==> src/design/slxfr_pkg.sv <==
// shared types and constants of the sync/length/xor frame receiver
package slxfr_pkg;

  // sync pair that opens every frame
  localparam logic [7:0] SYNC_FIRST  = 8'hEB;
  localparam logic [7:0] SYNC_SECOND = 8'h53;

  // width of the packed result word
  localparam int unsigned OUT_DATA_W = 48;

  // result kinds
  typedef enum logic [1:0] {
    KIND_PAYLOAD  = 2'd0,
    KIND_ACCEPT   = 2'd1,
    KIND_MISMATCH = 2'd2,
    KIND_OVERFLOW = 2'd3
  } kind_e;

  // input word held between the slave port and the parser
  typedef struct packed {
    logic       valid;
    logic [7:0] rx_byte;
  } in_word_t;

  // one result word
  typedef struct packed {
    kind_e       kind;
    logic [7:0]  data_byte;
    logic [11:0] byte_index;
    logic [15:0] frame_length;
    logic [7:0]  first_byte;
  } res_t;

endpackage

==> src/design/slxfr_in_reg.sv <==
// input register stage of the frame receiver
module slxfr_in_reg
  import slxfr_pkg::*;
(
  input  logic       clk_i,
  input  logic       rst_ni,
  input  logic       s_axis_tvalid_i,
  output logic       s_axis_tready_o,
  input  logic [7:0] s_axis_tdata_i,
  input  logic       advance_i,
  output in_word_t   word_o
);

  logic       valid_q;
  logic [7:0] byte_q;
  logic       accept;

  // free when empty or when the held word moves on this cycle
  assign s_axis_tready_o = !valid_q || advance_i;
  assign accept          = s_axis_tvalid_i && s_axis_tready_o;

  // valid flag
  always_ff @(posedge clk_i or negedge rst_ni) begin
    if (!rst_ni) begin
      valid_q <= 1'b0;
    end else if (accept) begin
      valid_q <= 1'b1;
    end else if (advance_i) begin
      valid_q <= 1'b0;
    end
  end

  // held byte
  always_ff @(posedge clk_i) begin
    if (accept) begin
      byte_q <= s_axis_tdata_i;
    end
  end

  assign word_o.valid   = valid_q;
  assign word_o.rx_byte = byte_q;

endmodule

==> src/design/slxfr_parser.sv <==
// frame parser: phase state, length, running xor and result selection
module slxfr_parser
  import slxfr_pkg::*;
#(
  parameter int unsigned BUF_DEPTH = 4096
) (
  input  logic     clk_i,
  input  logic     rst_ni,
  input  in_word_t word_i,
  input  logic     advance_i,
  output logic     res_valid_o,
  output res_t     res_o
);

  localparam int unsigned CNT_W = $clog2(BUF_DEPTH + 1);

  typedef enum logic [4:0] {
    PH_HUNT   = 5'b00001,
    PH_SYNC2  = 5'b00010,
    PH_LEN_LO = 5'b00100,
    PH_LEN_HI = 5'b01000,
    PH_BODY   = 5'b10000
  } phase_e;

  phase_e             phase_q, phase_d;
  logic [7:0]         xor_q, xor_d;
  logic [15:0]        len_q, len_d;
  logic [CNT_W-1:0]   cnt_q, cnt_d;
  logic [7:0]         cmd_q, cmd_d;
  logic               proc_en;
  logic [7:0]         b;
  logic [31:0]        cnt_ext;
  logic [7:0]         cmd_now;

  assign proc_en = word_i.valid && advance_i;
  assign b       = word_i.rx_byte;
  assign cnt_ext = 32'(cnt_q);
  assign cmd_now = (cnt_q == '0) ? b : cmd_q;

  // next state and result for the byte in the input register
  always_comb begin
    phase_d            = phase_q;
    xor_d              = xor_q;
    len_d              = len_q;
    cnt_d              = cnt_q;
    cmd_d              = cmd_q;
    res_valid_o        = 1'b0;
    res_o.kind         = KIND_PAYLOAD;
    res_o.data_byte    = b;
    res_o.byte_index   = '0;
    res_o.frame_length = len_q;
    res_o.first_byte   = '0;
    case (phase_q)
      PH_HUNT: begin
        if (b == SYNC_FIRST) begin
          phase_d = PH_SYNC2;
        end else begin
          xor_d = '0;
          cnt_d = '0;
        end
      end
      PH_SYNC2: begin
        cnt_d = '0;
        if (b == SYNC_SECOND) begin
          phase_d = PH_LEN_LO;
        end else begin
          phase_d = PH_HUNT;
          xor_d   = '0;
        end
      end
      PH_LEN_LO: begin
        len_d   = {8'h00, b};
        phase_d = PH_LEN_HI;
      end
      PH_LEN_HI: begin
        len_d   = {b, len_q[7:0]};
        phase_d = PH_BODY;
      end
      PH_BODY: begin
        res_valid_o = 1'b1;
        if (cnt_ext >= BUF_DEPTH) begin
          // buffer full: drop the byte and abort the frame
          res_o.kind       = KIND_OVERFLOW;
          res_o.first_byte = cmd_q;
          phase_d          = PH_HUNT;
          xor_d            = '0;
          cnt_d            = '0;
        end else if (cnt_ext >= 32'(len_q)) begin
          // checksum byte
          cmd_d            = cmd_now;
          res_o.kind       = (xor_q == b) ? KIND_ACCEPT : KIND_MISMATCH;
          res_o.first_byte = cmd_now;
          phase_d          = PH_HUNT;
          xor_d            = '0;
          cnt_d            = '0;
        end else begin
          // payload byte
          cmd_d            = cmd_now;
          res_o.byte_index = cnt_ext[11:0];
          cnt_d            = cnt_q + CNT_W'(1);
          xor_d            = xor_q ^ b;
        end
      end
      default: begin
        phase_d = PH_HUNT;
        xor_d   = '0;
        cnt_d   = '0;
      end
    endcase
    if (!proc_en) begin
      res_valid_o = 1'b0;
    end
  end

  // parser state
  always_ff @(posedge clk_i or negedge rst_ni) begin
    if (!rst_ni) begin
      phase_q <= PH_HUNT;
      xor_q   <= '0;
      len_q   <= '0;
      cnt_q   <= '0;
      cmd_q   <= '0;
    end else if (proc_en) begin
      phase_q <= phase_d;
      xor_q   <= xor_d;
      len_q   <= len_d;
      cnt_q   <= cnt_d;
      cmd_q   <= cmd_d;
    end
  end

endmodule

==> src/design/slxfr_out_reg.sv <==
// result register stage of the frame receiver
module slxfr_out_reg
  import slxfr_pkg::*;
(
  input  logic clk_i,
  input  logic rst_ni,
  input  logic res_valid_i,
  input  res_t res_i,
  input  logic m_axis_tready_i,
  output logic m_axis_tvalid_o,
  output res_t res_o,
  output logic advance_o
);

  logic valid_q;
  res_t res_q;

  // the pipe moves when the result register is empty or being taken
  assign advance_o = !valid_q || m_axis_tready_i;

  // valid flag
  always_ff @(posedge clk_i or negedge rst_ni) begin
    if (!rst_ni) begin
      valid_q <= 1'b0;
    end else if (advance_o) begin
      valid_q <= res_valid_i;
    end
  end

  // result word
  always_ff @(posedge clk_i) begin
    if (advance_o && res_valid_i) begin
      res_q <= res_i;
    end
  end

  assign m_axis_tvalid_o = valid_q;
  assign res_o           = res_q;

endmodule

==> src/design/sync_length_xor_frame_receiver.sv <==
// top level of the sync/length/xor serial frame receiver
//
//  channel  dir  tdata fields (low bit up)                         tuser
//  s_axis   in   rx_byte[7:0]                                      -
//  m_axis   out  data_byte[7:0] byte_index[19:8] frame_length[35:20]
//                first_byte[43:36] zero[47:44]                      kind[1:0]
//
// one byte is taken every cycle while m_axis does not stall; the byte is held in
// the input register and its result word in the result register, which drives m_axis
// rst_ni clears the parser to the hunt for the first sync byte
// a stall on m_axis with a result waiting holds the result and input registers;
// s_axis_tready_o drops in that same cycle once the input register holds a word
module sync_length_xor_frame_receiver
  import slxfr_pkg::*;
#(
  parameter int unsigned BUF_DEPTH = 4096
) (
  input  logic                  clk_i,
  input  logic                  rst_ni,
  input  logic                  s_axis_tvalid_i,
  output logic                  s_axis_tready_o,
  input  logic [7:0]            s_axis_tdata_i,  // rx_byte[7:0]
  output logic                  m_axis_tvalid_o,
  input  logic                  m_axis_tready_i,
  // data_byte[7:0], byte_index[19:8], frame_length[35:20], first_byte[43:36], zero
  output logic [OUT_DATA_W-1:0] m_axis_tdata_o,
  output logic [1:0]            m_axis_tuser_o   // kind[1:0]
);

  in_word_t in_word;
  logic     advance;
  logic     res_valid;
  res_t     res;
  res_t     out_res;

  slxfr_in_reg u_in_reg (
    .clk_i           (clk_i),
    .rst_ni          (rst_ni),
    .s_axis_tvalid_i (s_axis_tvalid_i),
    .s_axis_tready_o (s_axis_tready_o),
    .s_axis_tdata_i  (s_axis_tdata_i),
    .advance_i       (advance),
    .word_o          (in_word)
  );

  slxfr_parser #(
    .BUF_DEPTH (BUF_DEPTH)
  ) u_parser (
    .clk_i       (clk_i),
    .rst_ni      (rst_ni),
    .word_i      (in_word),
    .advance_i   (advance),
    .res_valid_o (res_valid),
    .res_o       (res)
  );

  slxfr_out_reg u_out_reg (
    .clk_i           (clk_i),
    .rst_ni          (rst_ni),
    .res_valid_i     (res_valid),
    .res_i           (res),
    .m_axis_tready_i (m_axis_tready_i),
    .m_axis_tvalid_o (m_axis_tvalid_o),
    .res_o           (out_res),
    .advance_o       (advance)
  );

  // pack the result word
  assign m_axis_tdata_o = {4'h0, out_res.first_byte, out_res.frame_length,
                           out_res.byte_index, out_res.data_byte};
  assign m_axis_tuser_o = out_res.kind;

endmodule

==> config.mk <==
export PLATFORM = sky130hd
export DESIGN_NAME = sync_length_xor_frame_receiver
export DESIGN_NICKNAME = d
export VERILOG_FILES = /design/src/design/slxfr_pkg.sv /design/src/design/slxfr_in_reg.sv /design/src/design/slxfr_parser.sv /design/src/design/slxfr_out_reg.sv /design/src/design/sync_length_xor_frame_receiver.sv
export SDC_FILE = /design/constraint.sdc
export NUM_CORES = 1
export LEC_CHECK = 0
export ABC_AREA = 1
export ABC_CLOCK_PERIOD_IN_PS = 3500
export BUFFER_PORTS_ARGS = -buffer_cell sky130_fd_sc_hd__buf_4
export CORE_MARGIN = 2
export CORE_UTILIZATION = 53
export CTS_BUF_LIST = sky130_fd_sc_hd__clkbuf_8
export DETAILED_ROUTE_END_ITERATION = 12
export PLACE_DENSITY = 0.78
export SLEW_MARGIN = 20
export SYNTH_ARGS = -nofsm -noshare
export SYNTH_HDL_FRONTEND = slang
export SYNTH_HIERARCHICAL = 1
export SYNTH_SLANG_ARGS = --single-unit
==> constraint.sdc <==
create_clock -name clk_i -period 3.5 [get_ports clk_i]
set_clock_uncertainty 0.05 [all_clocks]
set_input_delay 0.7 -clock clk_i [delete_from_list [all_inputs] [get_ports clk_i]]
set_output_delay 0.7 -clock clk_i [all_outputs]
set_load 0.02 [all_outputs]
# After elaboration in Yosys (flattened, before gate mapping)
# Cells that the tools add are included.
# Widths: inputs -> output; s select.
# totals
ff_bits	106
in_bits	12
out_inout_bits	52
word_cells	77
# op_classes
addsub	1
n_lt_le_gt_ge	2
n_eq_ne	12
mux	25
n_bitwise	5
n_reduce_logical	18
# ops
operator	count
$mux 8	7
$mux 13	3
$pmux 13 s3	1
$pmux 16 s2	1
$pmux 8 s4	1
$pmux 5 s5	1
$ge 13x16->1	1
$mux 5	3
$add 13x1->13 const B	1
$ge 13x13->1 const B	1
$logic_not 13->1	1
$reduce_and 3->1	4
$eq 8x7->1 const B	1
$eq 8x8->1	1
$eq 8x8->1 const B	1
$xor 8x8->8	1
$mux 2	3
$eq 5x1->1 const B	1
$eq 5x2->1 const B	1
$eq 5x3->1 const B	1
$eq 5x4->1 const B	1
$eq 5x5->1 const B	1
$mux 1	4
$ne 2x2->1 const B	2
other kinds (12)	20

# Logic depth before layout (Yosys ltp)
# Gate-level depths: netlist (run 1).
# depth
depth_word	5
depth_mapped	14
mapped_depth_nobuf	14

# By module
# The synthesis (run 1) kept the hierarchy.
# modules_own_cells
mod	instances	cells_per_inst	area_each_um2	seq_area_each_um2
slxfr_parser	1	460	3369.5	1252.5
slxfr_out_reg	1	52	1426.4	1406.3
slxfr_in_reg	1	15	292.8	265.3
sync_length_xor_frame_receiver	1	5	33.8	0.0

# Worst setup path before layout (run 1)
# Ideal clock, no wire load.
# synth_timing
path_type	input to register
from	in m_axis_tready_i
to	reg u_out_reg.res_q (netlist bit u_out_reg/res_o[0]) (enable)
setup_time_ns	0.465
arrival_ns	3.620
required_time_ns	2.985
setup_slack_ns	-0.635
stages	6
n_path_buf	0
path_cell_list	inv_1 -> nand2_1 -> nand2_1 -> nor2_2 -> inv_1 -> a21oi_1
# synth_between
elab_chain_len	4
# synth_rtl
element	line	rtl
from (decl)	sync_length_xor_frame_receiver.sv:24	input logic m_axis_tready_i,
$logic_or 1x1->1	slxfr_out_reg.sv:19	assign advance_o = !valid_q || m_axis_tready_i;
via advance	sync_length_xor_frame_receiver.sv:31	logic advance;
$logic_and 1x1->1	slxfr_parser.sv:35	assign proc_en = word_i.valid && advance_i;
$mux 1	slxfr_parser.sv:110	if (!proc_en) begin
via res_valid	sync_length_xor_frame_receiver.sv:32	logic res_valid;
$logic_and 1x1->1	slxfr_out_reg.sv:32	if (advance_o && res_valid_i) begin
to (signal assigned)	slxfr_out_reg.sv:33	res_q <= res_i;
to (decl)	slxfr_out_reg.sv:16	res_t res_q;
# The timed path passes the listed nets, and every way through them passes these cells.
# A chain may end at the register's enable or synchronous reset.

# Final worst setup path (run 1)
# layout_timing
from	reg u_parser.phase_q[3]
to	reg u_out_reg.res_q (netlist bit u_out_reg/res_o[2]) (enable)
# layout_between
elab_chain_len	4
# layout_rtl
element	line	rtl
from (decl)	slxfr_parser.sv:25	phase_e phase_q, phase_d;
from (signal assigned)	slxfr_parser.sv:124	phase_q <= phase_d;
$eq 5x5->1	slxfr_parser.sv:53	case (phase_q)
$mux 1	slxfr_parser.sv:53	
$mux 1	slxfr_parser.sv:110	
via res_valid	sync_length_xor_frame_receiver.sv:32	
$logic_and 1x1->1	slxfr_out_reg.sv:32	
# The timed path passes the listed nets, and every way through them passes these cells.

==> impl_metrics.json, run 1 <==
{
  "status": "finished clean",
  "totalWireLength_um": 10480,
  "pwr-share-comb": 0.078,
  "port_buffers": 59,
  "internal_power_uw": 1728,
  "drtIter0Drc": 257,
  "critical_path.startpoint": "u_parser/phase_q[3]",
  "antenna_found_initial": 0,
  "reg2reg_from": "u_parser/phase_q[3]",
  "track_usage": 0.2145,
  "hold_buffers": 0,
  "cts_tree": "built",
  "area.growth.synth_to_final_pct": 12.97,
  "endpoint_kind": "register",
  "max-slew-margin-rel": 0.4387,
  "num_rows": 35,
  "final_cells": 718,
  "hp-class": "primary input to asynchronous set/reset pin",
  "final_util": 0.6204,
  "synth_edf_count": 54,
  "synth.top_cell.area_share": 0.3166,
  "cts_root_buffer": "clkbuf_8",
  "seq_power_share": 0.598,
  "rsz0062_at_grt": "no",
  "nNetsFinal": 611,
  "fmax_mhz": 376.5,
  "drc": 0,
  "ys_types": 36,
  "syn_area_per_cell_um2": 9.629,
  "endpoint": "u_out_reg/res_o[2]",
  "hold_slack_ps": 325.8,
  "synth_largest_area_cell": "edfxtp_1",
  "place_area_um2": 5594,
  "vias": 3766,
  "firstDrtPassIters": 5,
  "initial_core_util": 0.5492,
  "hold_viol": 0,
  "r2r_end": "u_out_reg/res_o[2]",
  "die_x_um": 102.3,
  "fill_cells": 789,
  "cts_sinks": 106,
  "pwr-share-clk": 0.324,
  "antenna_cells": 0,
  "cp.arrival_ps": 2610,
  "cts_buffers": 9,
  "grt_start_max_net_pins": 53,
  "maxCapViolations": 0,
  "grt_pass1_vias": 3667,
  "synthFlopType": "edfxtp_1",
  "ys_seq_area_frac": 0.5708,
  "dieHeight_um": 102.3,
  "coreArea_um2": 9328,
  "ys_top_cells_by_area": "edfxtp_1 (32%), dfrtp_1 (25%), nand2_1 (9.6%)",
  "netlist_area_um2": 5122,
  "routedWlPerCell_um": 14.60,
  "tightestPinTransition_ps": 842.0,
  "syn_inst": 532,
  "place_congestion": 0.9063,
  "final_cell_area_um2": 5787,
  "p_per_area_nw_per_um2": 397.3,
  "slew_viol_final": 0,
  "period_minus_slack_ps": 2656,
  "reg2reg_depth": 6,
  "crit_path_start_kind": "register",
  "critical_path_class": "register to register",
  "dp_cells": 702,
  "drtAntennaViolNets": 0,
  "p_sw_frac": 0.2483,
  "fin_tns_setup_ps": 0,
  "clock_latency_ps": 360,
  "yosys_warnings": 6,
  "cp_max_fo": 46,
  "r2r_slack_ps": 840,
  "pin_count": 64,
  "post_cts_buffers": 0,
  "p_switching_uw": 570.8,
  "path_clk_slew_ps": 110,
  "clockBufferDepth": 2,
  "required_ps": 3450,
  "ys_seq_elements": 106,
  "ctsResizeCount": 0,
  "htreeDepth": 3,
  "min_period_over_period": 0.7589,
  "grt_pass1_wl_um": 17220,
  "grt_overflow": 0,
  "async_reset_ff_frac": 0.4906,
  "setup_violations": 0,
  "vdd_drop_max_v": 0.0002433,
  "drive_above_1_share": 0.1851,
  "via_per_inst": 5.245,
  "dieArea_um2": 10470,
  "hpwl_um": 7295,
  "leakagePower_uw": 0.002644
}
-- cells in the mapped netlist, types with 2 or more instances --
| library cell | instances |
|---|---|
| nand2_1 | 131 |
| xnor2_1 | 8 |
| ha_1 | 15 |
| nand2_4 | 2 |
| inv_2 | 4 |
| nor3_1 | 7 |
| clkbuf_1 | 2 |
| buf_6 | 4 |
| nor2_1 | 41 |
| buf_4 | 13 |
| inv_1 | 72 |
| edfxtp_1 | 54 |
| a21oi_1 | 17 |
| nand4_1 | 8 |
| dfrtp_1 | 51 |
| o21ai_0 | 17 |
| nor2_2 | 9 |
| buf_2 | 4 |
| nor2_4 | 4 |
| nand3_1 | 34 |
| o21ai_1 | 8 |
| o22ai_1 | 9 |
| nand3_2 | 4 |
| nand4_2 | 2 |
-- cell usage in the layout, fill, tap and decap left out, drive strengths merged, types with 10 or more instances in the layout --
cell	n
nand2	133
inv	77
buf	61
nor2	55
edfxtp	54
dfrtp	51
nand3	39
o21ai	26
a21oi	18
ha	15
nand4	10
-- cell type report --
type                       count  area, um2  share of cell area
sequential                   106       2924              0.5053
multi-input combinational    329       1757              0.3036
timing repair buffer          61      457.9             0.07914
inverter                      77      294.0             0.05081
tap                          129      161.4             0.02789
clock buffer                   9      123.9             0.02141
clock inverter                 7      68.82             0.01189
-- critical path, cell delays in order (launching register included) --
cell and delay [ps]:
dfrtp_1 440, nor2_1 260, nand3_2 330, nor2_2 410
inv_1 140, a21oi_4 120, buf_4 490
-- cells by family after synthesis --
kind of cell / share of synthesized area
compound gates: 0.05984
fa+ha+maj: 0.03664
buf+inv: 0.09062
flops: 0.5708
simple gates: 0.2276
other cells: 0.0007321
xor+xnor: 0.01368
-- sequential cells by signal, summed over array words and instances (netlist names) --
name and cells:
u_parser/phase_q 5, u_parser/cnt_q 13, u_out_reg/res_o 46, u_in_reg/byte_q 8
u_parser/len_q 16, u_in_reg/valid_q 1, u_parser/xor_q 8, u_out_reg/m_axis_tvalid_o 1
u_parser/cmd_q 8
-- stage by stage --
step | setup WS (ps) | total power [uW]
finish | 843.9 | 2299
global route | 634.3 | 2378
CTS | 871.3 | 2304
detailed placement | 745.0 | 1578
global placement | 800.6 | 1570
floorplan | 384.4 | 1534
-- power by group through the flow --
stage               Sequential, uW  Clock (uW)  Combinational (uW)
detailed placement            1400           0                 176
global route                  1380         796                 201
finish                        1380         744                 179
floorplan                     1390           0                 143
CTS                           1380         752                 177
global placement              1400           0                 170
-- worst min-delay path by stage --
stage / cells after the start / startpoint / slack, ps / to
after floorplan: 0 / rst_ni / 350 / u_in_reg/valid_q
after global placement: 0 / u_parser/len_q[13] / 390 / u_out_reg/res_o[21]
after detailed placement: 0 / u_parser/len_q[12] / 380 / u_out_reg/res_o[20]
after CTS: 1 / rst_ni / 350 / u_parser/cnt_q[3]
after global routing: 1 / rst_ni / 370 / u_parser/xor_q[5]
final: 1 / rst_ni / 330 / u_parser/xor_q[5]
-- metal layers --
metal	wire length, um	vias up	GRT usage
met2	5363	122	0.3775
met5	0	-	0
met1	4470	1816	0.2716
met4	97	0	0.05333
met3	550	9	0.04583
li1	-	1819	-
(Power assumes the default switching activity.)
==> inputs of run 2 (changes only) <==
- ABC_CLOCK_PERIOD_IN_PS: 3500 -> 2450
- PLACE_DENSITY: 0.78 -> 0.75
- clock period: 3.5 -> 2.45 ns (I/O delays scaled with it)
==> run 2 against run 1 <==
Net effect:
- critical path depth rose by 1
- utilization rose by 0.93 points
- maximum frequency rose by 26%
- register-to-register slack got worse by 500 ps
- setup slack got worse by 500 ps
- sequential power rose by 43%
- clock-buffer cell count did not move
- critical endpoint is now u_out_reg/res_o[3]
- final cell count rose by 0.56%
- cell area rose by 1.5%
- hold slack got worse by 220 ps
- sequential share of layout area fell by 0.74 points
- via count rose by 1.5%
==> impl_metrics.json, run 2 (same netlist as run 1, synthesis figures left out) <==
{
  "area.growth.synth_to_final_pct": 14.66,
  "initial_core_util": 0.5492,
  "hold_buffers": 0,
  "hold_viol": 0,
  "num_rows": 35,
  "cts_tree": "built",
  "grt_pass1_wl_um": 17620,
  "cp_cell_sequence": "ha_1 -> a21oi_1 -> nand2_1 -> a21oi_1 -> nand2_1 -> nand2_1 -> a21oi_1",
  "layout_common_cells": "nand2_1 (131), inv_1 (75), buf_4 (63), edfxtp_1 (54), dfrtp_1 (51)",
  "p_per_area_nw_per_um2": 574.0,
  "vdd_drop_max_v": 0.0003657,
  "coreArea_um2": 9328,
  "drc": 0,
  "hold_slack_ps": 104.4,
  "drive_above_1_share": 0.1889,
  "cts_buffers": 9,
  "track_usage": 0.2213,
  "grt_start_max_net_pins": 53,
  "grt_overflow": 0,
  "via_per_inst": 5.294,
  "endpoint_kind": "register",
  "largest_reg_flops": 46,
  "hp-class": "primary input to asynchronous set/reset pin",
  "pin_count": 64,
  "grt_pass1_vias": 3587,
  "layout_commonest_cell": "nand2_1",
  "dieArea_um2": 10470,
  "drtIter0Drc": 213,
  "slew_viol_final": 0,
  "min_period_over_period": 0.8602,
  "final_cell_area_um2": 5873,
  "path_clk_slew_ps": 100,
  "period_minus_slack_ps": 2108,
  "status": "finished clean",
  "place_area_um2": 5654,
  "firstDrtPassIters": 7,
  "antenna_found_initial": 0,
  "slowest_stage": "dfrtp_1",
  "dieHeight_um": 102.3,
  "post_cts_buffers": 0,
  "critical_path_class": "register to register",
  "port_buffers": 59,
  "critical_path.startpoint": "u_parser/cnt_q[11]",
  "rsz0062_at_grt": "no",
  "setup_violations": 0,
  "clockBufferDepth": 2,
  "antenna_cells": 0,
  "htreeDepth": 3,
  "cts_root_buffer": "clkbuf_8",
  "totalWireLength_um": 10590,
  "ctsResizeCount": 0,
  "place_congestion": 0.8930,
  "required_ps": 2520,
  "cts_sinks": 106,
  "vias": 3822,
  "fmax_mhz": 474.5,
  "leakagePower_uw": 0.002697,
  "tightestPinTransition_ps": 798.0,
  "crit_path_start_kind": "register",
  "slowest_delay_ps": 420,
  "reg2reg_from": "u_parser/cnt_q[11]",
  "hpwl_um": 7406,
  "fin_tns_setup_ps": 0,
  "max-slew-margin-rel": 0.4680,
  "die_x_um": 102.3,
  "drtAntennaViolNets": 0,
  "final_util": 0.6296,
  "maxCapViolations": 0,
  "clock_latency_ps": 360,
  "nNetsFinal": 615,
  "routedWlPerCell_um": 14.67,
  "cp_max_fo": 10,
  "cp.arrival_ps": 2180
}
==> run 2: cell types whose count changed in the layout (fill, tap and decap cells not counted), moves of 2 or more <==
cell and change:
clkinvlp_4 -2, buf_4 +2, buf_12 +2, inv_1 +3, clkinv_1 -2
==> run 2: metrics by stage <==
| step | setup WS, ps | std cells | total power, uW |
|---|---|---|---|
| global route | 82.19 | 722 | 3483 |
| detailed placement | 228.0 | 706 | 2264 |
| floorplan | 55.14 | 535 | 2192 |
| finish | 342.5 | 722 | 3371 |
| global placement | 255.5 | 706 | 2255 |
| CTS | 218.9 | 722 | 3380 |
==> run 2: final cells by class <==
type	instances	area, um2
Inverter	77	294.0
Timing Repair Buffer	65	513.0
Tap cell	129	161.4
Clock buffer	9	123.9
Multi-Input combinational cell	329	1769
Fill cell	751	3455
Sequential cell	106	2924
Clock inverter	7	87.58
==> run 2: worst max-delay path: cells and delay by family, from the launching register on <==
family                   cells  cell delay, ps
adder cells (fa/ha/maj)      1             320
flip-flops                   1             420
AND/OR/NAND/NOR              3             520
AO/OA/AOI/OAI                3             550
==> run 2: final timing paths <==
| check | to | slack (ps) | cells after the start |
|---|---|---|---|
| min in group clk_i | u_in_reg/byte_q[4] | 250 | 1 |
| min reg2reg | u_out_reg/res_o[18] | 410 | 0 |
| max reg2reg | u_out_reg/res_o[3] | 340 | 7 |
| max in group asynchronous | u_parser/xor_q[7] | 1780 | 1 |
| max | u_out_reg/res_o[3] | 340 | 7 |
| min | u_parser/cnt_q[5] | 100 | 1 |
==> run 2: metal layers <==
metal  routed length, um  global-route usage  up-vias
met5                   0                   0        -
met4                 148             0.06769        0
met3                 553             0.03694       12
met2                5362              0.3689      123
met1                4529              0.2998     1860
li1                    -                   -     1827
==> run 2: power by group <==
part | switching (uW) | internal, uW | leakage (uW) | total (uW)
clock | 573 | 567 | 0.000113 | 1140
combinational | 177 | 86.4 | 0.00148 | 264
sequential | 51.5 | 1920 | 0.00110 | 1970
==> inputs of run 3 (changes only) <==
- CORE_MARGIN: 2 -> not set
==> run 3 against run 2 <==
Net effect:
- final cell count up 0.14%
- maximum frequency down 2.9%
- flip-flop and latch count unchanged
- first-iteration DRC count up 23%
- largest cell class unchanged
- largest power group unchanged
- highest routed layer unchanged
==> impl_metrics.json, run 3 (same netlist as run 1, synthesis figures left out) <==
{
  "status": "finished clean",
  "port_buffers": 59,
  "cts_sinks": 106,
  "maxCapViolations": 0,
  "vdd_drop_max_v": 0.0002883,
  "via_per_inst": 5.256,
  "post_cts_buffers": 0,
  "ctsResizeCount": 0,
  "clockBufferDepth": 2,
  "largest_reg_flops": 46,
  "drc": 0,
  "r2r_end": "u_parser/phase_q[2]",
  "slew_viol_final": 0,
  "area.growth.synth_to_final_pct": 14.53,
  "hp-class": "primary input to asynchronous set/reset pin",
  "critical_path_buf_inv_count": 2,
  "hold_buffers": 0,
  "crit_path_start_kind": "register",
  "layout_common_cells": "nand2_1 (131), inv_1 (73), buf_4 (65), edfxtp_1 (54), dfrtp_1 (51)",
  "place_congestion": 0.8439,
  "antenna_found_initial": 0,
  "period_minus_slack_ps": 2171,
  "slowest_delay_ps": 420,
  "cts_tree": "built",
  "min_period_over_period": 0.8860,
  "initial_core_util": 0.5518,
  "place_area_um2": 5649,
  "routedWlPerCell_um": 15.08,
  "coreArea_um2": 9284,
  "drtIter0Drc": 263,
  "fmax_mhz": 460.7,
  "layout_commonest_cell": "nand2_1",
  "endpoint_kind": "register",
  "leakagePower_uw": 0.002695,
  "max-slew-margin-rel": 0.4836,
  "totalWireLength_um": 10910,
  "final_cell_area_um2": 5867,
  "critical_path_class": "register to register",
  "hold_viol": 0,
  "slowest_stage": "dfrtp_1",
  "clock_latency_ps": 370,
  "hpwl_um": 7529,
  "tightestPinTransition_ps": 774.6,
  "required_ps": 2660,
  "cts_root_buffer": "clkbuf_8",
  "nNetsFinal": 616,
  "hold_slack_ps": 90.45,
  "firstDrtPassIters": 6,
  "grt_start_max_net_pins": 53,
  "num_rows": 35,
  "cts_buffers": 9,
  "endpoint": "u_parser/phase_q[2]",
  "vias": 3800,
  "dieArea_um2": 10060,
  "pin_count": 64,
  "setup_violations": 0,
  "track_usage": 0.2288,
  "p_per_area_nw_per_um2": 574.0,
  "reg2reg_from": "u_parser/cnt_q[0]",
  "die_x_um": 100.3,
  "final_cells": 723,
  "dieHeight_um": 100.3,
  "dp_cells": 707,
  "drive_above_1_share": 0.1936,
  "cp_common_cell": "nand2_1",
  "cp_max_fo": 17,
  "htreeDepth": 3,
  "grt_overflow": 0,
  "antenna_cells": 0,
  "cp.arrival_ps": 2380,
  "fin_tns_setup_ps": 0,
  "reg2reg_depth": 13,
  "cp_num_cells": 13,
  "path_clk_slew_ps": 100,
  "rsz0062_at_grt": "no",
  "critPathTopFamily": "simple AND/OR/NAND/NOR gates",
  "grt_pass1_wl_um": 17610,
  "cp_cell_sequence": "inv_1 -> ha_1 -> nand2_1 -> nor2_1 -> nor2_1 -> nand2_1 -> nand2_1 -> nand2_1 -> nand2_1 -> nand3_4 -> buf_4 -> nand3_1 -> nand2_1",
  "final_util": 0.6319,
  "drtAntennaViolNets": 0,
  "r2r_slack_ps": 280,
  "grt_pass1_vias": 3648,
  "critical_path.startpoint": "u_parser/cnt_q[0]"
}
-- run 3: cell types whose count changed in the layout (fill, tap and decap cells not counted), sizes merged --
cell	previous run	this run
inv	79	77
clkinv	2	4
buf	65	66
-- run 3: metrics by stage --
step	total power, uW	worst slack, ps
floorplan	2192	55.14
finish	3368	279.2
detailed placement	2262	215.1
global route	3493	95.41
CTS	3390	178.3
global placement	2253	366.0
-- run 3: power breakdown --
part	switching (uW)	total (uW)	internal, uW
registers	54.6	1970	1920
logic	172	257	85.5
clock network	573	1140	567
total	799	3370	2570
-- run 3: final cells by class --
class,instances,area (um2)
multi-input combinational,329,1769
timing repair buffer,66,508.0
sequential,106,2924
fill,760,3417
clock buffer,9,123.9
inverter,77,294.0
tap,129,161.4
clock inverter,7,86.33
-- run 3: worst min path at each step --
stage	from	to	slack, ps	depth (start not counted)
2_1_floorplan	rst_ni	u_in_reg/valid_q	140	0
3_3_place_gp	u_parser/len_q[11]	u_out_reg/res_o[19]	380	0
3_5_place_dp	u_parser/len_q[9]	u_out_reg/res_o[17]	380	0
4_1_cts	rst_ni	u_parser/cnt_q[7]	120	1
5_1_grt	rst_ni	u_parser/cnt_q[7]	150	1
6_report	rst_ni	u_parser/cnt_q[7]	90	1
-- run 3: metal layers --
metal,vias to the layer above,GRT usage,routed length [um],share of wire
li1,1831,-,-,-
met1,1811,0.2944,4636,0.43
met2,139,0.3899,5540,0.51
met3,19,0.04109,558,0.051
met4,0,0.08138,170,0.016
met5,-,0,0,0
-- run 3: worst reg2reg max path, stage by stage, from the launching register on --
cell     delay, ps
dfrtp_1        420
inv_1          130
ha_1           250
nand2_1         60
nor2_1          40
nor2_1         110
nand2_1         90
nand2_1         60
nand2_1         60
nand2_1        150
nand3_4        230
buf_4          270
nand3_1         80
nand2_1         50
